File: config.mk
export PLATFORM = sky130hd
export DESIGN_NAME = wcms_front_flat
export DESIGN_NICKNAME = d
export VERILOG_FILES = /design/src/rtl/wcms_pkg.sv /design/src/rtl/wcms_if.sv /design/src/rtl/wcms_front.sv /design/src/flat_wrapper.sv
export SDC_FILE = /design/constraint.sdc
export NUM_CORES = 1
export LEC_CHECK = 0
export ABC_AREA = 1
export BUFFER_PORTS_ARGS = -buffer_cell sky130_fd_sc_hd__buf_4
export CAP_MARGIN = 20
export CORE_AREA = 2 2 230 232
export CTS_CLUSTER_DIAMETER = 60
export DETAILED_ROUTE_END_ITERATION = 8
export DIE_AREA = 0 0 232 234
export SETUP_SLACK_MARGIN = 0.5
export SYNTH_ARGS = -nofsm -noshare
export SYNTH_HDL_FRONTEND = slang
export SYNTH_SLANG_ARGS = --single-unit
File: constraint.sdc
create_clock -name clock -period 3.35 [get_ports clock]
set_input_delay 0.1675 -clock clock [delete_from_list [all_inputs] [get_ports clock]]
set_output_delay 0.1675 -clock clock [all_outputs]
set_load 0.02 [all_outputs]
File: src/rtl/wcms_pkg.sv
// Shared types, constants and table functions for the weighted cost minimum selector.
package wcms_pkg;

   localparam int NUM_WEIGHTS = 6;
   localparam int QUEUE_DEPTH = 4;

   localparam logic [15:0] WEIGHT_RESET     = 16'd256;   // 1.0 in Q8.8
   localparam logic [15:0] BARRIER_RESET    = 16'hFFFF;
   localparam logic [15:0] STOP_SPEED_RESET = 16'd66;    // roughly 0.001 m/s in Q16.16

   localparam logic [31:0] LN2_Q32   = 32'd2977044472;
   localparam logic [47:0] SCORE_MAX = '1;

   typedef enum logic [2:0] {
      REG_WEIGHT_VELOCITY,
      REG_WEIGHT_ACCELERATION,
      REG_WEIGHT_JERK,
      REG_WEIGHT_POSITION,
      REG_WEIGHT_CURVATURE,
      REG_WEIGHT_SIMILARITY,
      REG_PROB_BARRIER,
      REG_STOP_SPEED_THRESHOLD
   } reg_index_type;

   // weight[i] lines up with register index i
   typedef struct packed {
      logic [NUM_WEIGHTS-1:0][15:0] weight;
      logic [15:0]                  prob_barrier;
      logic [15:0]                  stop_speed_threshold;
   } cfg_type;

   typedef struct packed {
      logic       eligible;   // may be chosen
      logic       clear;      // counted and not colliding
      logic       last;
      logic       stop;
      logic [7:0] index;
   } tag_type;

   typedef struct packed {
      logic [NUM_WEIGHTS-1:0][31:0] cost;
      logic [15:0]                  margin;   // barrier minus probability
      tag_type                      tag;
   } cls_type;

   // ln(1 + j/2^bits) in Q.16, via 24 bits of log2 by repeated squaring
   function automatic logic [15:0] ln_entry(input int unsigned j, input int unsigned bits);
      logic [63:0] y;
      logic [63:0] lg;
      logic [63:0] t;
      y  = (64'(1) << bits) + 64'(j);
      y  = y << (30 - bits);
      lg = '0;
      if (y >= 64'h8000_0000) begin
         lg = 64'(1) << 24;
      end else begin
         for (int i = 0; i < 24; i++) begin
            y  = (y * y) >> 30;
            lg = lg << 1;
            if (y >= 64'h8000_0000) begin
               lg = lg | 64'd1;
               y  = y >> 1;
            end
         end
      end
      t = lg * 64'(LN2_Q32) + (64'(1) << 39);
      return 16'(t >> 40);
   endfunction

   // (k+1)*ln2 in Q.16, rounded
   function automatic logic [20:0] barrier_base(input logic [3:0] k);
      logic [39:0] t;
      t = (40'(k) + 40'd1) * 40'(LN2_Q32) + 40'h8000;
      return 21'(t >> 16);
   endfunction

endpackage

File: src/rtl/wcms_if.sv
// Channel interfaces: candidate words in, result words out, register writes.
interface wcms_req_if;
   logic        valid;
   logic        ready;
   logic [31:0] cost_vel;
   logic [31:0] cost_acc;
   logic [31:0] cost_jerk;
   logic [31:0] cost_pos;
   logic [31:0] cost_curv;
   logic [31:0] cost_sim;
   logic        collides;
   logic [15:0] hit_prob;
   logic [31:0] vehicle_speed;
   logic        stop_requested;
   logic        last_candidate;

   modport source (
      output valid, cost_vel, cost_acc, cost_jerk, cost_pos,
             cost_curv, cost_sim, collides, hit_prob,
             vehicle_speed, stop_requested, last_candidate,
      input  ready
   );
   modport sink (
      input  valid, cost_vel, cost_acc, cost_jerk, cost_pos,
             cost_curv, cost_sim, collides, hit_prob,
             vehicle_speed, stop_requested, last_candidate,
      output ready
   );
endinterface


File: src/rtl/wcms_front.sv
// Front end: accepts candidate words, numbers them and classifies eligibility.
module wcms_front
   import wcms_pkg::*;
#(
   parameter int MAX_CANDIDATES = 256
) (
   input  logic      clock,
   input  logic      reset,
   wcms_req_if.sink  req,
   input  cfg_type   cfg,
   input  logic      q_full,
   output logic      push,
   output cls_type   push_item
);

   localparam int CNT_W = $clog2(MAX_CANDIDATES + 1);

   logic [CNT_W-1:0] count_ff, count_in;
   logic             valid_ff, valid_in;
   cls_type          item_ff, item_in;
   logic             accept;
   logic             counted;
   logic             speed_low;

   assign req.ready = !valid_ff || !q_full;
   assign accept    = req.valid && req.ready;
   assign push      = valid_ff && !q_full;
   assign push_item = item_ff;

   assign counted   = count_ff < CNT_W'(MAX_CANDIDATES);
   assign speed_low = $signed(req.vehicle_speed) < $signed({16'b0, cfg.stop_speed_threshold});

   always_comb begin
      item_in.cost = {req.cost_sim, req.cost_curv, req.cost_pos,
                      req.cost_jerk, req.cost_acc, req.cost_vel};
      item_in.margin       = cfg.prob_barrier - req.hit_prob;
      item_in.tag.eligible = counted && !req.collides
                             && (req.hit_prob < cfg.prob_barrier);
      item_in.tag.clear    = counted && !req.collides;
      item_in.tag.last     = req.last_candidate;
      item_in.tag.stop     = speed_low || req.stop_requested;
      item_in.tag.index    = 8'(count_ff);

      count_in = count_ff;
      if (accept) begin
         if (req.last_candidate) begin
            count_in = '0;
         end else if (counted) begin
            count_in = count_ff + CNT_W'(1);
         end
      end

      valid_in = valid_ff;
      if (accept) begin
         valid_in = 1'b1;
      end else if (push) begin
         valid_in = 1'b0;
      end
   end

   always_ff @(posedge clock) begin
      if (reset) begin
         count_ff <= '0;
         valid_ff <= 1'b0;
      end else begin
         count_ff <= count_in;
         valid_ff <= valid_in;
      end
      if (accept) begin
         item_ff <= item_in;
      end
   end

endmodule

File: src/flat_wrapper.sv
// flat-port wrapper written by rule: the top's interface ports become plain ports
module wcms_front_flat import wcms_pkg::*;
#(
   parameter int MAX_CANDIDATES = 256
)
  (clock, reset, cfg, q_full, push, push_item, req_valid, req_cost_vel, req_cost_acc, req_cost_jerk, req_cost_pos, req_cost_curv, req_cost_sim, req_collides, req_hit_prob, req_vehicle_speed, req_stop_requested, req_last_candidate, req_ready);
  wcms_req_if req_i ();
  input  logic clock;
  input  logic reset;
  input  cfg_type cfg;
  input  logic q_full;
  output logic push;
  output cls_type push_item;
  input wire logic [$bits(req_i.valid)-1:0] req_valid;
  input wire logic [$bits(req_i.cost_vel)-1:0] req_cost_vel;
  input wire logic [$bits(req_i.cost_acc)-1:0] req_cost_acc;
  input wire logic [$bits(req_i.cost_jerk)-1:0] req_cost_jerk;
  input wire logic [$bits(req_i.cost_pos)-1:0] req_cost_pos;
  input wire logic [$bits(req_i.cost_curv)-1:0] req_cost_curv;
  input wire logic [$bits(req_i.cost_sim)-1:0] req_cost_sim;
  input wire logic [$bits(req_i.collides)-1:0] req_collides;
  input wire logic [$bits(req_i.hit_prob)-1:0] req_hit_prob;
  input wire logic [$bits(req_i.vehicle_speed)-1:0] req_vehicle_speed;
  input wire logic [$bits(req_i.stop_requested)-1:0] req_stop_requested;
  input wire logic [$bits(req_i.last_candidate)-1:0] req_last_candidate;
  output wire logic [$bits(req_i.ready)-1:0] req_ready;
  assign req_i.valid = req_valid;
  assign req_i.cost_vel = req_cost_vel;
  assign req_i.cost_acc = req_cost_acc;
  assign req_i.cost_jerk = req_cost_jerk;
  assign req_i.cost_pos = req_cost_pos;
  assign req_i.cost_curv = req_cost_curv;
  assign req_i.cost_sim = req_cost_sim;
  assign req_i.collides = req_collides;
  assign req_i.hit_prob = req_hit_prob;
  assign req_i.vehicle_speed = req_vehicle_speed;
  assign req_i.stop_requested = req_stop_requested;
  assign req_i.last_candidate = req_last_candidate;
  assign req_ready = req_i.ready;
  wcms_front #(.MAX_CANDIDATES(MAX_CANDIDATES)) u_core (.clock(clock), .reset(reset), .req(req_i), .cfg(cfg), .q_full(q_full), .push(push), .push_item(push_item));
endmodule
==> qor.yml <==
gr-total-overflow: 0
ir_drop_mv: 0.338
drtAntennaViolNets: 0
arrival_ns: 2.45
critPathBufInv: 2
root_buffer: "clkbuf_16"
core_region_area_um2: 52000
ys_seq_elements: 230
grt_start_max_net_pins: 89
portBuffers: 500
path_common_cell: "nand2_4"
yosysSeqAreaShare_pct: 79.6
grt_setup_unrepaired: "false"
slowest_delay_ns: 0.55
clock_power_share_pct: 39.9
final_max_slew_viol_count: 0
die_h_um: 234
ys_warn_count: 0
nNetsFinal: 1693
synth_compound_area_share_pct: 3.01
cts_tree: "yes"
vias: 7213
syn_inst: 548
cp_cell_sequence: "nand2_2 > nand2_4 > inv_8 > nand2_4 > nand2_1 > a21oi_1 > dlygate4sd3_1"
cts_max_level: 1
finalHoldViolations: 0
syn_area_um2: 8550
drive_above_1_share_pct: 43.8
grt_pass1_vias: 7371
finalSetupViolations: 0
internal_power_w: 0.00588
netlist_top_cells_area: "edfxtp_1 (77%), ha_1 (4.7%), nand2_1 (3.7%)"
io_pins: 597
syn_nets: 956
cp_slowest_cell: "dlygate4sd3_1"
drtIter0Drc: 298
powerDensity_nw_per_um2: 484
synth_top_family_by_area: "simple AND/OR/NAND/NOR gates"
regArea_um2: 6810
start_util_pct: 16.4
cts.clk_slew.worst_paths_ns: 0.06
synthXorXnorAreaFrac_pct: 0.717
combPwrFrac_pct: 16.3
grt_use_total_pct: 10.9
pwr-share-seq_pct: 43.7
syn_area_per_cell_um2: 15.6
power_switching_w: 0.00199
switching_share_pct: 25.3
synth-async-reset-ratio_pct: 0
post-cts-setup-buffer-count: 0
syn_to_final_growth_pct: 89.9
synth-simple-area-share_pct: 8.63
muxShareOfSynthArea_pct: 0
viasPerCell: 3.61
yosysTopAreaCell: "edfxtp_1"
maxCapViolCount: 0
clock.fmax_mhz: 500
setup_ws_ns: 1.35
ctsLongestPathBuffers: 3
slew_headroom_pct: 52.1
dieArea_um2: 54300
worstPathRequired_ns: 3.80
dpl.hpwl_um: 24900
total_power_w: 0.00787
clock_latency_ns: 0.56
tightest_slew_ns: 0.718
synthAdderAreaFrac_pct: 4.92
antenna_found_initial: 4
pre_cts_slack_ns: 1.27
wl_per_cell_um: 16.1
critPathKind: "flip-flop to flip-flop"
period_needed_ns: 2.00
critical_path.top_delay_family: "buffers and inverters"
synth.lib_cells_used.distinct: 29
cts.sinks: 230
drc_errors: 0
synth_ff_type: "edfxtp_1"
routed_wl_um: 32200
finalClockSkew_ns: 0.0114
ctsResizeCount: 0
drt-pass1-iter-count: 4
min_period_over_period_pct: 59.7
die_w_um: 232
hp-class: "input pin to flip-flop"
cellLeakagePower_nw: 7.08
multi_input_area_um2: 1480
netlist.area_leader.share_pct: 77.3
synth_edf_count: 220
gp_congestion: 0.815
rows: 84
cts_hold_buf: 200
outcome: "completed"
tns_ns: 0
nFillCells: 5107
grt_pass1_wl_um: 44100
cp-start-kind: "flip-flop"
critPathMaxFanout: 88
cts_made_buffers: 29
endpoint_kind: "flip-flop"
## per-layer routing
metal,GRT usage [%],vias to the layer above,share of wire (%)
li1,-,3421,-
met1,12.5,3411,38
met2,19.3,332,50
met3,3.05,49,8.8
met4,3.93,0,2.7
met5,0,-,0
## cells in the mapped netlist, types with 3 or more instances
master,number
nor2_1,31
xor2_1,5
a21oi_1,29
nand2_1,85
edfxtp_1,220
inv_1,69
nand4_1,6
o21ai_0,10
nand2_4,3
nand2_2,9
dfxtp_1,10
nor3_1,4
ha_1,32
nand3_1,14
## cell families (layout without fill, tap and decap cells)
group / Yosys count / count (layout)
and+or+nand+nor: 161 / 161
adders and majority gates: 33 / 33
AOI/OAI and AO/OA: 46 / 46
other: 0 / 2
DFF: 230 / 230
xor gates and xnor gates: 7 / 7
buffers and inverters: 71 / 831
## cells in the final DEF, fill, tap and decap left out, drive strengths merged
cell type / n
a21o: 1
a21oi: 31
a31oi: 1
and2: 2
buf: 506
bufinv: 3
clkbuf: 32
clkinv: 11
clkinvlp: 1
dfxtp: 10
diode: 2
dlygate4sd3: 200
edfxtp: 220
fa: 1
ha: 32
inv: 78
nand2: 97
nand3: 16
nand3b: 2
nand4: 6
nor2: 34
nor3: 4
o21ai: 11
o21bai: 2
xnor2: 2
xor2: 5
## area by class of cell
cell class                 count  share of cell area [%]
antenna                        2                  0.0308
clock buffer                  32                    4.54
clock inverter                22                    1.48
inverter                      71                    1.69
multi-input combinational    247                    9.10
sequential                   230                    41.9
tap                          688                    5.30
timing repair buffer         706                    36.0
## path summary, 6_finish.rpt
check                                   startpoint                   end  slack (ns)  cells past startpoint
worst max register to register     u_core.valid_ff    u_core.count_ff[0]        1.35                      7
worst min register to register  u_core.count_ff[4]   u_core.push_item[4]        0.47                      0
worst min-delay path               req_hit_prob[0]  u_core.push_item[12]        0.07                      3
worst max-delay path               u_core.valid_ff    u_core.count_ff[0]        1.35                      7
## power by group through the flow
| stage | combinational, W | clock, W | sequential (W) |
|---|---|---|---|
| floorplan | 0.000235 | 0 | 0.00371 |
| global route | 0.00139 | 0.00337 | 0.00345 |
| CTS | 0.00130 | 0.00327 | 0.00344 |
| global placement | 0.00109 | 0 | 0.00350 |
| detailed placement | 0.00110 | 0 | 0.00350 |
| finish | 0.00129 | 0.00314 | 0.00344 |
## worst reg2reg max path, cell delays in order, from the launching register on
cell,delay (ns)
dfxtp_1,0.32
nand2_2,0.10
nand2_4,0.10
inv_8,0.50
nand2_4,0.17
nand2_1,0.11
a21oi_1,0.06
dlygate4sd3_1,0.55
## per-stage QoR
stage | instance area, µm² | instances | util [%] | hold slack, ns
floorplan | 8550 | 548 | - | 0.237
global placement | 13300 | 1742 | 25.5 | 0.346
detailed placement | 13300 | 1742 | 25.5 | 0.347
CTS | 16200 | 1996 | 31.2 | 0.00764
global route | 16200 | 1998 | 31.2 | 0.0355
finish | 16200 | 1998 | 31.2 | 0.0680
## flip-flops by register name (all words and copies together), names as in the netlist
register and cells:
u_core.valid_ff 1, u_core.push_item 220, u_core.count_ff 9
Power figures use the tool's default switching activity.
