==> src/rtl/wcms_pkg.sv <==
// Shared types, constants and table functions for the weighted cost minimum selector.
package wcms_pkg;

   localparam int NUM_WEIGHTS = 6;
   localparam int QUEUE_DEPTH = 4;

   localparam logic [15:0] WEIGHT_RESET     = 16'd256;   // 1.0 in Q8.8
   localparam logic [15:0] BARRIER_RESET    = 16'hFFFF;
   localparam logic [15:0] STOP_SPEED_RESET = 16'd66;    // roughly 0.001 m/s in Q16.16

   localparam logic [31:0] LN2_Q32   = 32'd2977044472;
   localparam logic [47:0] SCORE_MAX = '1;

   typedef enum logic [2:0] {
      REG_WEIGHT_VELOCITY,
      REG_WEIGHT_ACCELERATION,
      REG_WEIGHT_JERK,
      REG_WEIGHT_POSITION,
      REG_WEIGHT_CURVATURE,
      REG_WEIGHT_SIMILARITY,
      REG_PROB_BARRIER,
      REG_STOP_SPEED_THRESHOLD
   } reg_index_type;

   // weight[i] lines up with register index i
   typedef struct packed {
      logic [NUM_WEIGHTS-1:0][15:0] weight;
      logic [15:0]                  prob_barrier;
      logic [15:0]                  stop_speed_threshold;
   } cfg_type;

   typedef struct packed {
      logic       eligible;   // may be chosen
      logic       clear;      // counted and not colliding
      logic       last;
      logic       stop;
      logic [7:0] index;
   } tag_type;

   typedef struct packed {
      logic [NUM_WEIGHTS-1:0][31:0] cost;
      logic [15:0]                  margin;   // barrier minus probability
      tag_type                      tag;
   } cls_type;

   // ln(1 + j/2^bits) in Q.16, via 24 bits of log2 by repeated squaring
   function automatic logic [15:0] ln_entry(input int unsigned j, input int unsigned bits);
      logic [63:0] y;
      logic [63:0] lg;
      logic [63:0] t;
      y  = (64'(1) << bits) + 64'(j);
      y  = y << (30 - bits);
      lg = '0;
      if (y >= 64'h8000_0000) begin
         lg = 64'(1) << 24;
      end else begin
         for (int i = 0; i < 24; i++) begin
            y  = (y * y) >> 30;
            lg = lg << 1;
            if (y >= 64'h8000_0000) begin
               lg = lg | 64'd1;
               y  = y >> 1;
            end
         end
      end
      t = lg * 64'(LN2_Q32) + (64'(1) << 39);
      return 16'(t >> 40);
   endfunction

   // (k+1)*ln2 in Q.16, rounded
   function automatic logic [20:0] barrier_base(input logic [3:0] k);
      logic [39:0] t;
      t = (40'(k) + 40'd1) * 40'(LN2_Q32) + 40'h8000;
      return 21'(t >> 16);
   endfunction

endpackage

==> src/rtl/wcms_queue.sv <==
// Short register queue between the front end and the scoring back end.
module wcms_queue
   import wcms_pkg::*;
(
   input  logic    clock,
   input  logic    reset,
   input  logic    push,
   input  cls_type push_item,
   output logic    full,
   input  logic    pop,
   output logic    not_empty,
   output cls_type pop_item
);

   localparam int PTR_W = $clog2(QUEUE_DEPTH);
   localparam int CNT_W = $clog2(QUEUE_DEPTH + 1);

   cls_type          store_ff [QUEUE_DEPTH];
   logic [PTR_W-1:0] wr_ptr_ff, wr_ptr_in;
   logic [PTR_W-1:0] rd_ptr_ff, rd_ptr_in;
   logic [CNT_W-1:0] fill_ff, fill_in;

   assign full      = fill_ff == CNT_W'(QUEUE_DEPTH);
   assign not_empty = fill_ff != '0;
   assign pop_item  = store_ff[rd_ptr_ff];

   always_comb begin
      wr_ptr_in = wr_ptr_ff;
      rd_ptr_in = rd_ptr_ff;
      fill_in   = fill_ff;
      if (push) begin
         wr_ptr_in = (wr_ptr_ff == PTR_W'(QUEUE_DEPTH - 1)) ? '0 : wr_ptr_ff + PTR_W'(1);
      end
      if (pop) begin
         rd_ptr_in = (rd_ptr_ff == PTR_W'(QUEUE_DEPTH - 1)) ? '0 : rd_ptr_ff + PTR_W'(1);
      end
      if (push && !pop) begin
         fill_in = fill_ff + CNT_W'(1);
      end else if (pop && !push) begin
         fill_in = fill_ff - CNT_W'(1);
      end
   end

   always_ff @(posedge clock) begin
      if (reset) begin
         wr_ptr_ff <= '0;
         rd_ptr_ff <= '0;
         fill_ff   <= '0;
      end else begin
         wr_ptr_ff <= wr_ptr_in;
         rd_ptr_ff <= rd_ptr_in;
         fill_ff   <= fill_in;
      end
      if (push) begin
         store_ff[wr_ptr_ff] <= push_item;
      end
   end

endmodule

==> config.mk <==
export PLATFORM = sky130hd
export DESIGN_NAME = wcms_queue
export DESIGN_NICKNAME = d
export VERILOG_FILES = /design/src/rtl/wcms_pkg.sv /design/src/rtl/wcms_queue.sv
export SDC_FILE = /design/constraint.sdc
export NUM_CORES = 1
export LEC_CHECK = 0
export BUFFER_PORTS_ARGS = -buffer_cell sky130_fd_sc_hd__buf_4
export CAP_MARGIN = 10
export CORE_UTILIZATION = 30
export CTS_CLUSTER_SIZE = 40
export DETAILED_ROUTE_END_ITERATION = 10
export GPL_TIMING_DRIVEN = 0
export PLACE_DENSITY_LB_ADDON = 0.08
export SLEW_MARGIN = 40
export SYNTH_ARGS = -nofsm -noshare
export SYNTH_HDL_FRONTEND = slang
export SYNTH_SLANG_ARGS = --single-unit
export TNS_END_PERCENT = 20
==> constraint.sdc <==
create_clock -name clock -period 7.95 [get_ports clock]
set_input_delay 0.795 -clock clock [delete_from_list [all_inputs] [get_ports clock]]
set_output_delay 0.795 -clock clock [all_outputs]
set_load 0.02 [all_outputs]
==> flow_summary_export.csv, run 1 <==
group,metric,value,unit
cells_and_area,fin_util,0.385,
worst_setup_path,max_stage_delay,0.42,ns
routing,vias,14600,
worst_setup_path,start_kind,"flop",
placement,dp_cells,3075,
worst_setup_path,worstPathArrival,2.43,ns
logic_synthesis,synth_fp_nets,1424,
routing,drc,0,
worst_setup_path,slowest_stage,"buf_2",
global_route,grt-ovfl-total,0,
logic_synthesis,synth-seq-cells,889,
clock_network,post_cts_buffers,0,
cells_and_area,ff_latch_area,26600,um^2
cells_and_area,drive_above_1_share,0.476,
timing,setup-tns-final,0,ns
global_route,grt_pass1_wl,108,mm
cells_and_area,fin_cells,3256,
worst_setup_path,worst-setup-path-type,"flop to primary output",
routing,vias_per_cell,4.47,
die,fp-row-count,120,
global_route,grt_pass1_vias,15800,
worst_setup_path,cp_top_family,"buffers and inverters",
outcome,status,"complete, no violations",
die,die_w,331,um
worst_setup_path,r2r_start,"wr_ptr_ff[0]",
clock_network,clk_pin_slew,0.06,ns
routing,postRouteAntennaNets,0,
cells_and_area,fin_nets,2005,
clock_network,h-tree-depth,3,
die,core,107000,um^2
cells_and_area,final_cell_mix,"880 x edfxtp_1, 447 x buf_4, 220 x mux4_2, 102 x clkbuf_16, 56 x buf_12",
timing,period_minus_slack,3.22,ns
die,boundaryPins,446,
worst_setup_path,worstPathCellList,"clkbuf_2 > buf_2 > mux4_2 > buf_4",
timing,finalClockSkew,0.0218,ns
power_and_ir_drop,p_leak,13.7,nW
clock_network,cts_resized,0,
power_and_ir_drop,power.total,10.9,mW
global_route,antenna_found_initial,12,
cells_and_area,area_delta_synth_final,27.3,%
global_route,grt_usage,0.137,
worst_setup_path,worst-path-buf-inv,3,
placement,dpl_worst_slack,5.26,ns
cells_and_area,multi_input_area,5210,um^2
logic_synthesis,ys_types,20,
power_and_ir_drop,p_per_area,265,nW/um^2
cells_and_area,fillers,9645,
placement,gp_congestion,0.669,
routing,wl_per_cell,23.2,um
routing,totalWireLength,75.6,mm
hold_path,hold_path_class,"input port to flop",
clock_network,postCtsHoldBufs,0,
global_route,grt_max_degree,30,
worst_setup_path,required,7.15,ns
timing,setup_violations,0,
placement,hpwl,50.5,mm
clock_network,tritoncts,"done",
die,die_y,331,um
clock_network,cts_buffer_depth,3,
timing,whs,0.318,ns
timing,slew-limit-headroom,0.500,
timing,final_max_slew_viol_count,0,
timing,fin_crit_sh,0.406,
clock_network,cts_buffers,100,
clock_network,clk_latency,0.68,ns
timing,rsz0062_at_grt,"false",
routing,drt-initial-drc-count,731,
timing,fin_ws,4.73,ns
power_and_ir_drop,peakVddDrop,0.000163,V
cells_and_area,fin_area,41300,um^2
run,drv_cap,0,
timing,hold_violations,0,
worst_setup_path,crit_path_end_kind,"primary output",
logic_synthesis,synthesis.area,32400,um^2
worst_setup_path,cp_max_fo,10,
placement,portBuffers,445,
die,dieArea,109000,um^2
logic_synthesis,yosysWarnings,0,
logic_synthesis,syn_inst,1193,
timing,fmax,310,MHz
timing,tightest_slew,0.750,ns
placement,dpl_cell_area,38200,um^2
clock_network,clock-sinks,889,
logic_synthesis,seq_area_frac_synth,0.821,
cells_and_area,final_common_cell,"edfxtp_1",
routing,dr.pass1.iters,4,
hold_path,hold_start,"push_item[19]",
clock_network,root_buffer,"clkbuf_16",
die,initial_core_util,0.303,
logic_synthesis,postSynthAreaPerCell,27.2,um^2
## sequential cells by signal, indices dropped and copies added, names as in the netlist, named ones only
register and cells:
store_ff 880, wr_ptr_ff 2, rd_ptr_ff 2, fill_ff 3
## synth_stat cells
cell / number / area share
xor2_1: 2 / 0.00054
ha_1: 6 / 0.0023
buf_12: 22 / 0.014
inv_1: 4 / 0.00046
o21ai_0: 1 / 0.00015
buf_4: 2 / 0.00046
and2_1: 4 / 0.00077
fa_1: 1 / 0.00062
clkbuf_1: 2 / 0.00023
buf_6: 1 / 0.00035
or3_1: 2 / 0.00039
mux2i_1: 4 / 0.0012
mux4_2: 220 / 0.15
nor2_1: 7 / 0.00081
dfxtp_1: 9 / 0.0056
buf_2: 20 / 0.0031
a21oi_1: 2 / 0.00031
edfxtp_1: 880 / 0.82
nor3b_1: 2 / 0.00046
buf_1: 2 / 0.00023
## path summary, 6_finish.rpt
kind | to | slack (ns) | cells past startpoint
setup / recovery | pop_item[73] | 4.73 | 4
hold / removal | store_ff[2][19] | 0.32 | 1
setup reg to reg | store_ff[0][175] | 5.90 | 6
hold reg to reg | fill_ff[2] | 0.50 | 2
## cell families (layout without fill, tap and decap cells)
kind of cell    Yosys count  count (layout)  synth area share
flops                   889             889             0.821
mux                     224             224             0.154
buf+inv                  53             712            0.0184
simple gates             15              15           0.00243
fa+ha+maj                 7               7           0.00293
compound gates            3               3          0.000463
xor+xnor                  2               2          0.000541
other cells               0               1                 0
## layer usage
metal | global-route usage | wire [um] | up-vias
met3 | 0.0656 | 7600 | 136
met5 | 0 | 134 | -
met1 | 0.161 | 29100 | 7597
li1 | - | - | 6378
met2 | 0.225 | 37100 | 420
met4 | 0.0373 | 1660 | 22
## power by group
part / switching [mW] / internal (mW)
logic: 0.660 / 0.550
registers: 0.0402 / 5.38
clock network: 1.78 / 2.53
## cell type report
class	count	area share
Timing Repair Buffer	479	0.0975
Buffer	49	0.0142
Tap cell	1403	0.0425
Multi-Input combinational cell	251	0.126
Clock buffer	129	0.0643
Antenna cell	1	0.0000606
Inverter	4	0.000364
Clock inverter	51	0.0100
Sequential cell	889	0.645
(Power assumes the default switching activity.)
==> inputs of run 2 (changes only) <==
- clock period: 7.95 -> 3.3 ns (I/O delays scaled with it)
==> run 2 against run 1 <==
Net effect: clock skew decreased by 0.0025 ns; die area unchanged; utilization increased by 2.3 points; global-route usage increased by 0.11 points; combinational power increased to 2.6 times the previous value; largest power group unchanged; highest routed layer unchanged.
==> flow_summary_export.csv, run 2 (same netlist as run 1, synthesis figures left out) <==
group,metric,value,unit
cells_and_area,ff_latch_area,26600,um^2
cells_and_area,fin_util,0.408,
die,dieArea,109000,um^2
placement,dpl_cell_area,38200,um^2
cells_and_area,fin_area,43700,um^2
routing,totalWireLength,75.9,mm
worst_setup_path,crit_path_end_kind,"primary output",
cells_and_area,largest_register_ffs,880,
worst_setup_path,worstPathArrival,2.46,ns
cells_and_area,fin_nets,2230,
worst_setup_path,r2r_slack,0.99,ns
global_route,gr-usage-met1,0.165,
timing,slew-limit-headroom,0.500,
worst_setup_path,start_kind,"flop",
cells_and_area,final_common_cell,"edfxtp_1",
global_route,met2_usage,0.236,
worst_setup_path,worst-setup-path-type,"flop to primary output",
cells_and_area,largestRegisters,"store_ff x880, fill_ff x3",
global_route,grt_max_degree,31,
worst_setup_path,r2r_start,"wr_ptr_ff[0]",
die,die_y,331,um
clock_network,root_buffer,"clkbuf_16",
cells_and_area,area_delta_synth_final,34.9,%
power_and_ir_drop,power.total,27.1,mW
placement,gp_congestion,0.669,
worst_setup_path,required,2.97,ns
clock_network,clk_pin_slew,0.06,ns
power_and_ir_drop,peakVddDrop,0.000390,V
worst_setup_path,cp_max_fo,10,
global_route,grt-ovfl-total,0,
power_and_ir_drop,p_per_area,620,nW/um^2
global_route,grt_pass1_wl,110,mm
clock_network,cts_buffer_depth,3,
cells_and_area,multi_input_area,5210,um^2
die,initial_core_util,0.303,
hold_path,hold_start,"push_item[176]",
routing,wl_per_cell,21.7,um
global_route,grt_pass1_vias,16900,
clock_network,h-tree-depth,3,
global_route,grt_usage,0.139,
timing,fin_crit_sh,0.846,
timing,final_max_slew_viol_count,0,
die,boundaryPins,446,
die,fp-row-count,120,
clock_network,cts_buffers,101,
die,core,107000,um^2
timing,tightest_slew,0.749,ns
placement,portBuffers,445,
hold_path,hold_path_class,"input port to flop",
timing,fmax,358,MHz
routing,vias,15300,
clock_network,tritoncts,"done",
die,die_w,331,um
global_route,antenna_found_initial,7,
outcome,status,"complete, no violations",
routing,drt-initial-drc-count,746,
clock_network,postCtsHoldBufs,224,
routing,drc,0,
cells_and_area,final_cell_mix,"880 x edfxtp_1, 447 x buf_4, 224 x dlygate4sd3_1, 220 x mux4_2, 101 x clkbuf_16",
power_and_ir_drop,p_leak,14.8,nW
routing,vias_per_cell,4.38,
routing,postRouteAntennaNets,0,
timing,finalClockSkew,0.0194,ns
clock_network,cts_resized,0,
cells_and_area,drive_above_1_share,0.428,
placement,hpwl,50.3,mm
clock_network,clock-sinks,889,
timing,hold_violations,0,
cells_and_area,largest_register,"store_ff",
routing,dr.pass1.iters,6,
global_route,use_met3,0.0495,
clock_network,post_cts_buffers,0,
timing,setup_violations,0,
timing,whs,0.397,ns
cells_and_area,fillers,9603,
timing,fin_ws,0.508,ns
run,drv_cap,0,
timing,period_minus_slack,2.79,ns
clock_network,clk_latency,0.67,ns
timing,rsz0062_at_grt,"false",
global_route,top_usage_layer,"met2",
placement,dpl_worst_slack,0.871,ns
run 2: stage by stage:
stage,setup TNS [ns],cells
floorplan,-161.23,1193
finish,0,3492
CTS,0,3488
detailed placement,0,3075
global placement,-1823.45,3041
global route,0,3491
run 2: routing by layer:
metal,wire [um],vias to the layer above
met1,30300,7943
li1,-,6837
met3,5600,105
met4,1580,8
met2,38400,403
met5,41,-
run 2: final cells by class:
| class | instances | share of cell area |
|---|---|---|
| flip-flops and latches | 889 | 0.609 |
| repair buffers | 703 | 0.143 |
| multi-input cells | 251 | 0.119 |
| clock buffers | 126 | 0.0600 |
| well taps | 1403 | 0.0402 |
| clock inverters | 63 | 0.0147 |
| plain buffers | 49 | 0.0134 |
| inverters | 4 | 0.000343 |
| diodes | 4 | 0.000229 |
run 2: final timing paths:
| path | cells past startpoint | end |
|---|---|---|
| setup / recovery | 4 | pop_item[159] |
| hold / removal | 2 | store_ff[2][176] |
| setup reg to reg | 6 | store_ff[3][131] |
| hold reg to reg | 2 | fill_ff[2] |
run 2: power by group:
part	total [mW]	internal (mW)	switching, mW
clock	10.9	6.50	4.39
sequential	13.0	12.9	0.0953
combinational	3.15	1.50	1.65
total	27.1	21.0	6.14
run 2: critical path, cell delays in order (launching register included):
cell and delay, ns:
dfxtp_1 0.38, clkbuf_2 0.42, buf_2 0.43, mux4_2 0.38
buf_4 0.18
==> inputs of run 3 (changes only) <==
- ABC_AREA: unset -> 1
- clock period: 3.3 -> 2.9 ns (I/O delays scaled with it)
==> run 3 against run 2 <==
Net effect: count of clock-buffer cells in the layout fell by 1; register-to-register slack lost 0.33 ns; routed wire length is 36% higher; worst setup slack got worse by 0.42 ns; non-clock buffer count increased by 123; cell count increased by 31%; global-route usage increased by 4.2 points; total power up 13%; clock skew fell by 0.0028 ns; critical path depth grew 3; largest cell class unchanged.
==> flow_summary_export.csv, run 3 <==
group,metric,value,unit
outcome,status,"complete, no violations",
clock_network,tritoncts,"done",
logic_synthesis,yosysWarnings,0,
global_route,grt_max_degree,20,
logic_synthesis,yosys.area_share.simple,0.0527,
logic_synthesis,syn_inst,2187,
placement,gp_congestion,0.736,
cells_and_area,fin_util,0.414,
worst_setup_path,crit_path_end_kind,"primary output",
timing,final_max_slew_viol_count,0,
logic_synthesis,synth-seq-cells,889,
clock_network,root_buffer,"clkbuf_16",
die,die_w,334,um
global_route,antenna_found_initial,11,
power_and_ir_drop,peakVddDrop,0.000446,V
routing,drc,0,
logic_synthesis,ys_types,25,
cells_and_area,final_common_cell,"edfxtp_1",
hold_path,hold_depth,2,
clock_network,clk_latency,0.67,ns
logic_synthesis,yosys.area.top_type,"edfxtp_1",
power_and_ir_drop,power.total,30.6,mW
routing,vias,21600,
worst_setup_path,timing.rr.end,"store_ff[1][125]",
logic_synthesis,synthMuxAreaShare,0,
logic_synthesis,synth_fp_nets,2418,
logic_synthesis,seq_area_frac_synth,0.803,
hold_path,hold_path_class,"input port to flop",
die,dieArea,112000,um^2
clock_network,cts_buffer_depth,3,
timing,period_minus_slack,2.81,ns
logic_synthesis,synth_compound_area_frac,0.109,
cells_and_area,largest_register_ffs,880,
placement,dpl_cell_area,39900,um^2
timing,fmax,356,MHz
logic_synthesis,synth_top_family_by_area,"compound AO/OA/AOI/OAI gates",
cells_and_area,fin_cells,4572,
logic_synthesis,synth_xor_area_frac,0.000264,
placement,portBuffers,445,
routing,totalWireLength,103,mm
global_route,grt_pass1_wl,148,mm
global_route,grt_usage,0.181,
worst_setup_path,r2r_start,"wr_ptr_ff[1]",
global_route,grt-ovfl-total,0,
worst_setup_path,worst-path-buf-inv,5,
routing,drt-initial-drc-count,1265,
cells_and_area,area_delta_synth_final,36.3,%
worst_setup_path,slowest_stage,"clkbuf_1",
die,die_y,334,um
hold_path,hold_end,"store_ff[0][164]",
worst_setup_path,start_kind,"flop",
power_and_ir_drop,p_leak,15.9,nW
die,boundaryPins,446,
die,initial_core_util,0.304,
logic_synthesis,synth_most_common_cell,"edfxtp_1",
logic_synthesis,synthesis.area,33100,um^2
logic_synthesis,ys_top_cells_by_count,"880 x edfxtp_1, 449 x nor2_1, 357 x o21ai_0",
logic_synthesis,synth-edff-count,880,
hold_path,hold_start,"push_item[164]",
cells_and_area,largestRegisters,"store_ff x880, fill_ff x3",
worst_setup_path,required,2.61,ns
timing,rsz0062_at_grt,"true",
cells_and_area,final_cell_mix,"880 x edfxtp_1, 464 x buf_4, 449 x nor2_1, 357 x o21ai_0, 224 x dlygate4sd3_1",
placement,hpwl,68.1,mm
routing,wl_per_cell,22.5,um
logic_synthesis,synth_fa_ha_area_frac,0.00287,
global_route,grt_pass1_vias,22200,
worst_setup_path,cp_max_fo,10,
cells_and_area,fillers,10100,
routing,postRouteAntennaNets,0,
logic_synthesis,yosys-top-cells-area,"edfxtp_1 80%, o21ai_0 5.4%, nor2_1 5.1%",
logic_synthesis,synth_flop_cell,"edfxtp_1",
cells_and_area,fin_nets,3249,
timing,fin_crit_sh,0.969,
worst_setup_path,r2r_slack,0.66,ns
die,core,109000,um^2
timing,tightest_slew,0.618,ns
timing,hold_violations,0,
worst_setup_path,worstPathCellList,"buf_6 > buf_12 > inv_8 > clkbuf_1 > o21ai_0 > o22ai_1 > buf_4",
timing,finalClockSkew,0.0165,ns
clock_network,clock-sinks,889,
worst_setup_path,cp_top_family,"buffers and inverters",
power_and_ir_drop,p_per_area,677,nW/um^2
run,drv_cap,0,
cells_and_area,largest_register,"store_ff",
timing,setup_violations,0,
clock_network,cts_buffers,99,
clock_network,h-tree-depth,3,
worst_setup_path,worst-setup-path-type,"flop to primary output",
worst_setup_path,max_stage_delay,0.45,ns
worst_setup_path,worstPathArrival,2.52,ns
routing,vias_per_cell,4.72,
timing,slew-limit-headroom,0.588,
worst_setup_path,path_depth,7,
logic_synthesis,postSynthAreaPerCell,15.2,um^2
die,fp-row-count,121,
placement,dp_cells,4169,
cells_and_area,fin_area,45200,um^2
cells_and_area,drive_above_1_share,0.250,
routing,dr.pass1.iters,5,
logic_synthesis,netlist.area_leader.share,0.797,
clock_network,clk_pin_slew,0.06,ns
logic_synthesis,async_reset_ff_frac,0,
worst_setup_path,reg2regPathDepth,8,
-- run 3: cell count changes after synthesis, moves of 9 or more --
| cell | previous run | this run |
|---|---|---|
| nor2_1 | 7 | 449 |
| o21ai_0 | 1 | 357 |
| mux4_2 | 220 | 0 |
| o22ai_1 | 0 | 220 |
| o21ai_1 | 0 | 86 |
| clkbuf_1 | 2 | 68 |
| buf_6 | 1 | 31 |
| buf_12 | 22 | 2 |
| buf_8 | 0 | 13 |
| inv_1 | 4 | 14 |
| nand2_1 | 0 | 9 |
-- run 3: metal layers --
metal	GRT usage	up-vias	part of all wire
li1	-	10000	-
met1	0.235	10900	0.43
met2	0.307	550	0.50
met3	0.0354	114	0.052
met4	0.0468	8	0.017
met5	0	-	0.00051
-- run 3: kinds of logic after synthesis --
| group | Yosys count |
|---|---|
| compound gates | 666 |
| flops | 889 |
| xor+xnor | 1 |
| fa+ha+maj | 7 |
| simple gates | 463 |
| buf+inv | 161 |
-- run 3: worst max path at each step --
stage | start | endpoint | slack, ns
floorplan | wr_ptr_ff[0] | store_ff[0][0] | -1.39
global placement | wr_ptr_ff[0] | store_ff[3][123] | -5.45
detailed placement | flop | pop_item[89] | 0.40
CTS | flop | pop_item[130] | -0.04
global route | flop | pop_item[7] | -0.04
finish | flop | pop_item[217] | 0.09
-- run 3: timing repair --
| action | CTS | global route |
|---|---|---|
| buffers inserted | 0 | 0 |
| endpoints found under the setup margin | 202 | 43 |
| endpoints found under the hold margin | 889 | 0 |
| cloned | 0 | 0 |
| hold buffers | 224 | 0 |
| resized for setup | 61 | 18 |
-- run 3: through the flow --
stage          TNS (ns)  hold slack (ns)  worst slack (ns)
3_5_place_dp          0            0.484             0.404
6_report              0            0.363            0.0893
3_3_place_gp   -4660.53            0.475             -5.45
2_1_floorplan  -1223.41            0.355             -1.39
5_1_grt          -0.271            0.329           -0.0408
4_1_cts         -0.0893            0.292           -0.0411
-- run 3: area by class of cell --
| class | instances | area, um^2 | area share |
|---|---|---|---|
| well taps | 1476 | 1850 | 0.0409 |
| diodes | 6 | 15.0 | 0.000333 |
| inverters | 16 | 82.6 | 0.00183 |
| repair buffers | 730 | 7110 | 0.158 |
| plain buffers | 145 | 1120 | 0.0248 |
| flip-flops and latches | 889 | 26600 | 0.589 |
| clock inverters | 48 | 273 | 0.00604 |
| clock buffers | 125 | 2620 | 0.0580 |
| multi-input cells | 1137 | 5470 | 0.121 |
-- run 3: worst reg2reg max path, cell delays in order (launching register included) --
cell	delay (ns)
dfxtp_2	0.35
inv_2	0.05
ha_1	0.18
nand2_2	0.08
clkinvlp_4	0.42
buf_16	0.35
buf_12	0.18
buf_12	0.17
buf_16	0.19
-- run 3: power breakdown --
part	leakage [nW]	switching (mW)	internal (mW)
logic	6.31	2.68	1.74
registers	8.16	0.114	14.7
clock network	1.40	4.93	6.41
total	15.9	7.73	22.9
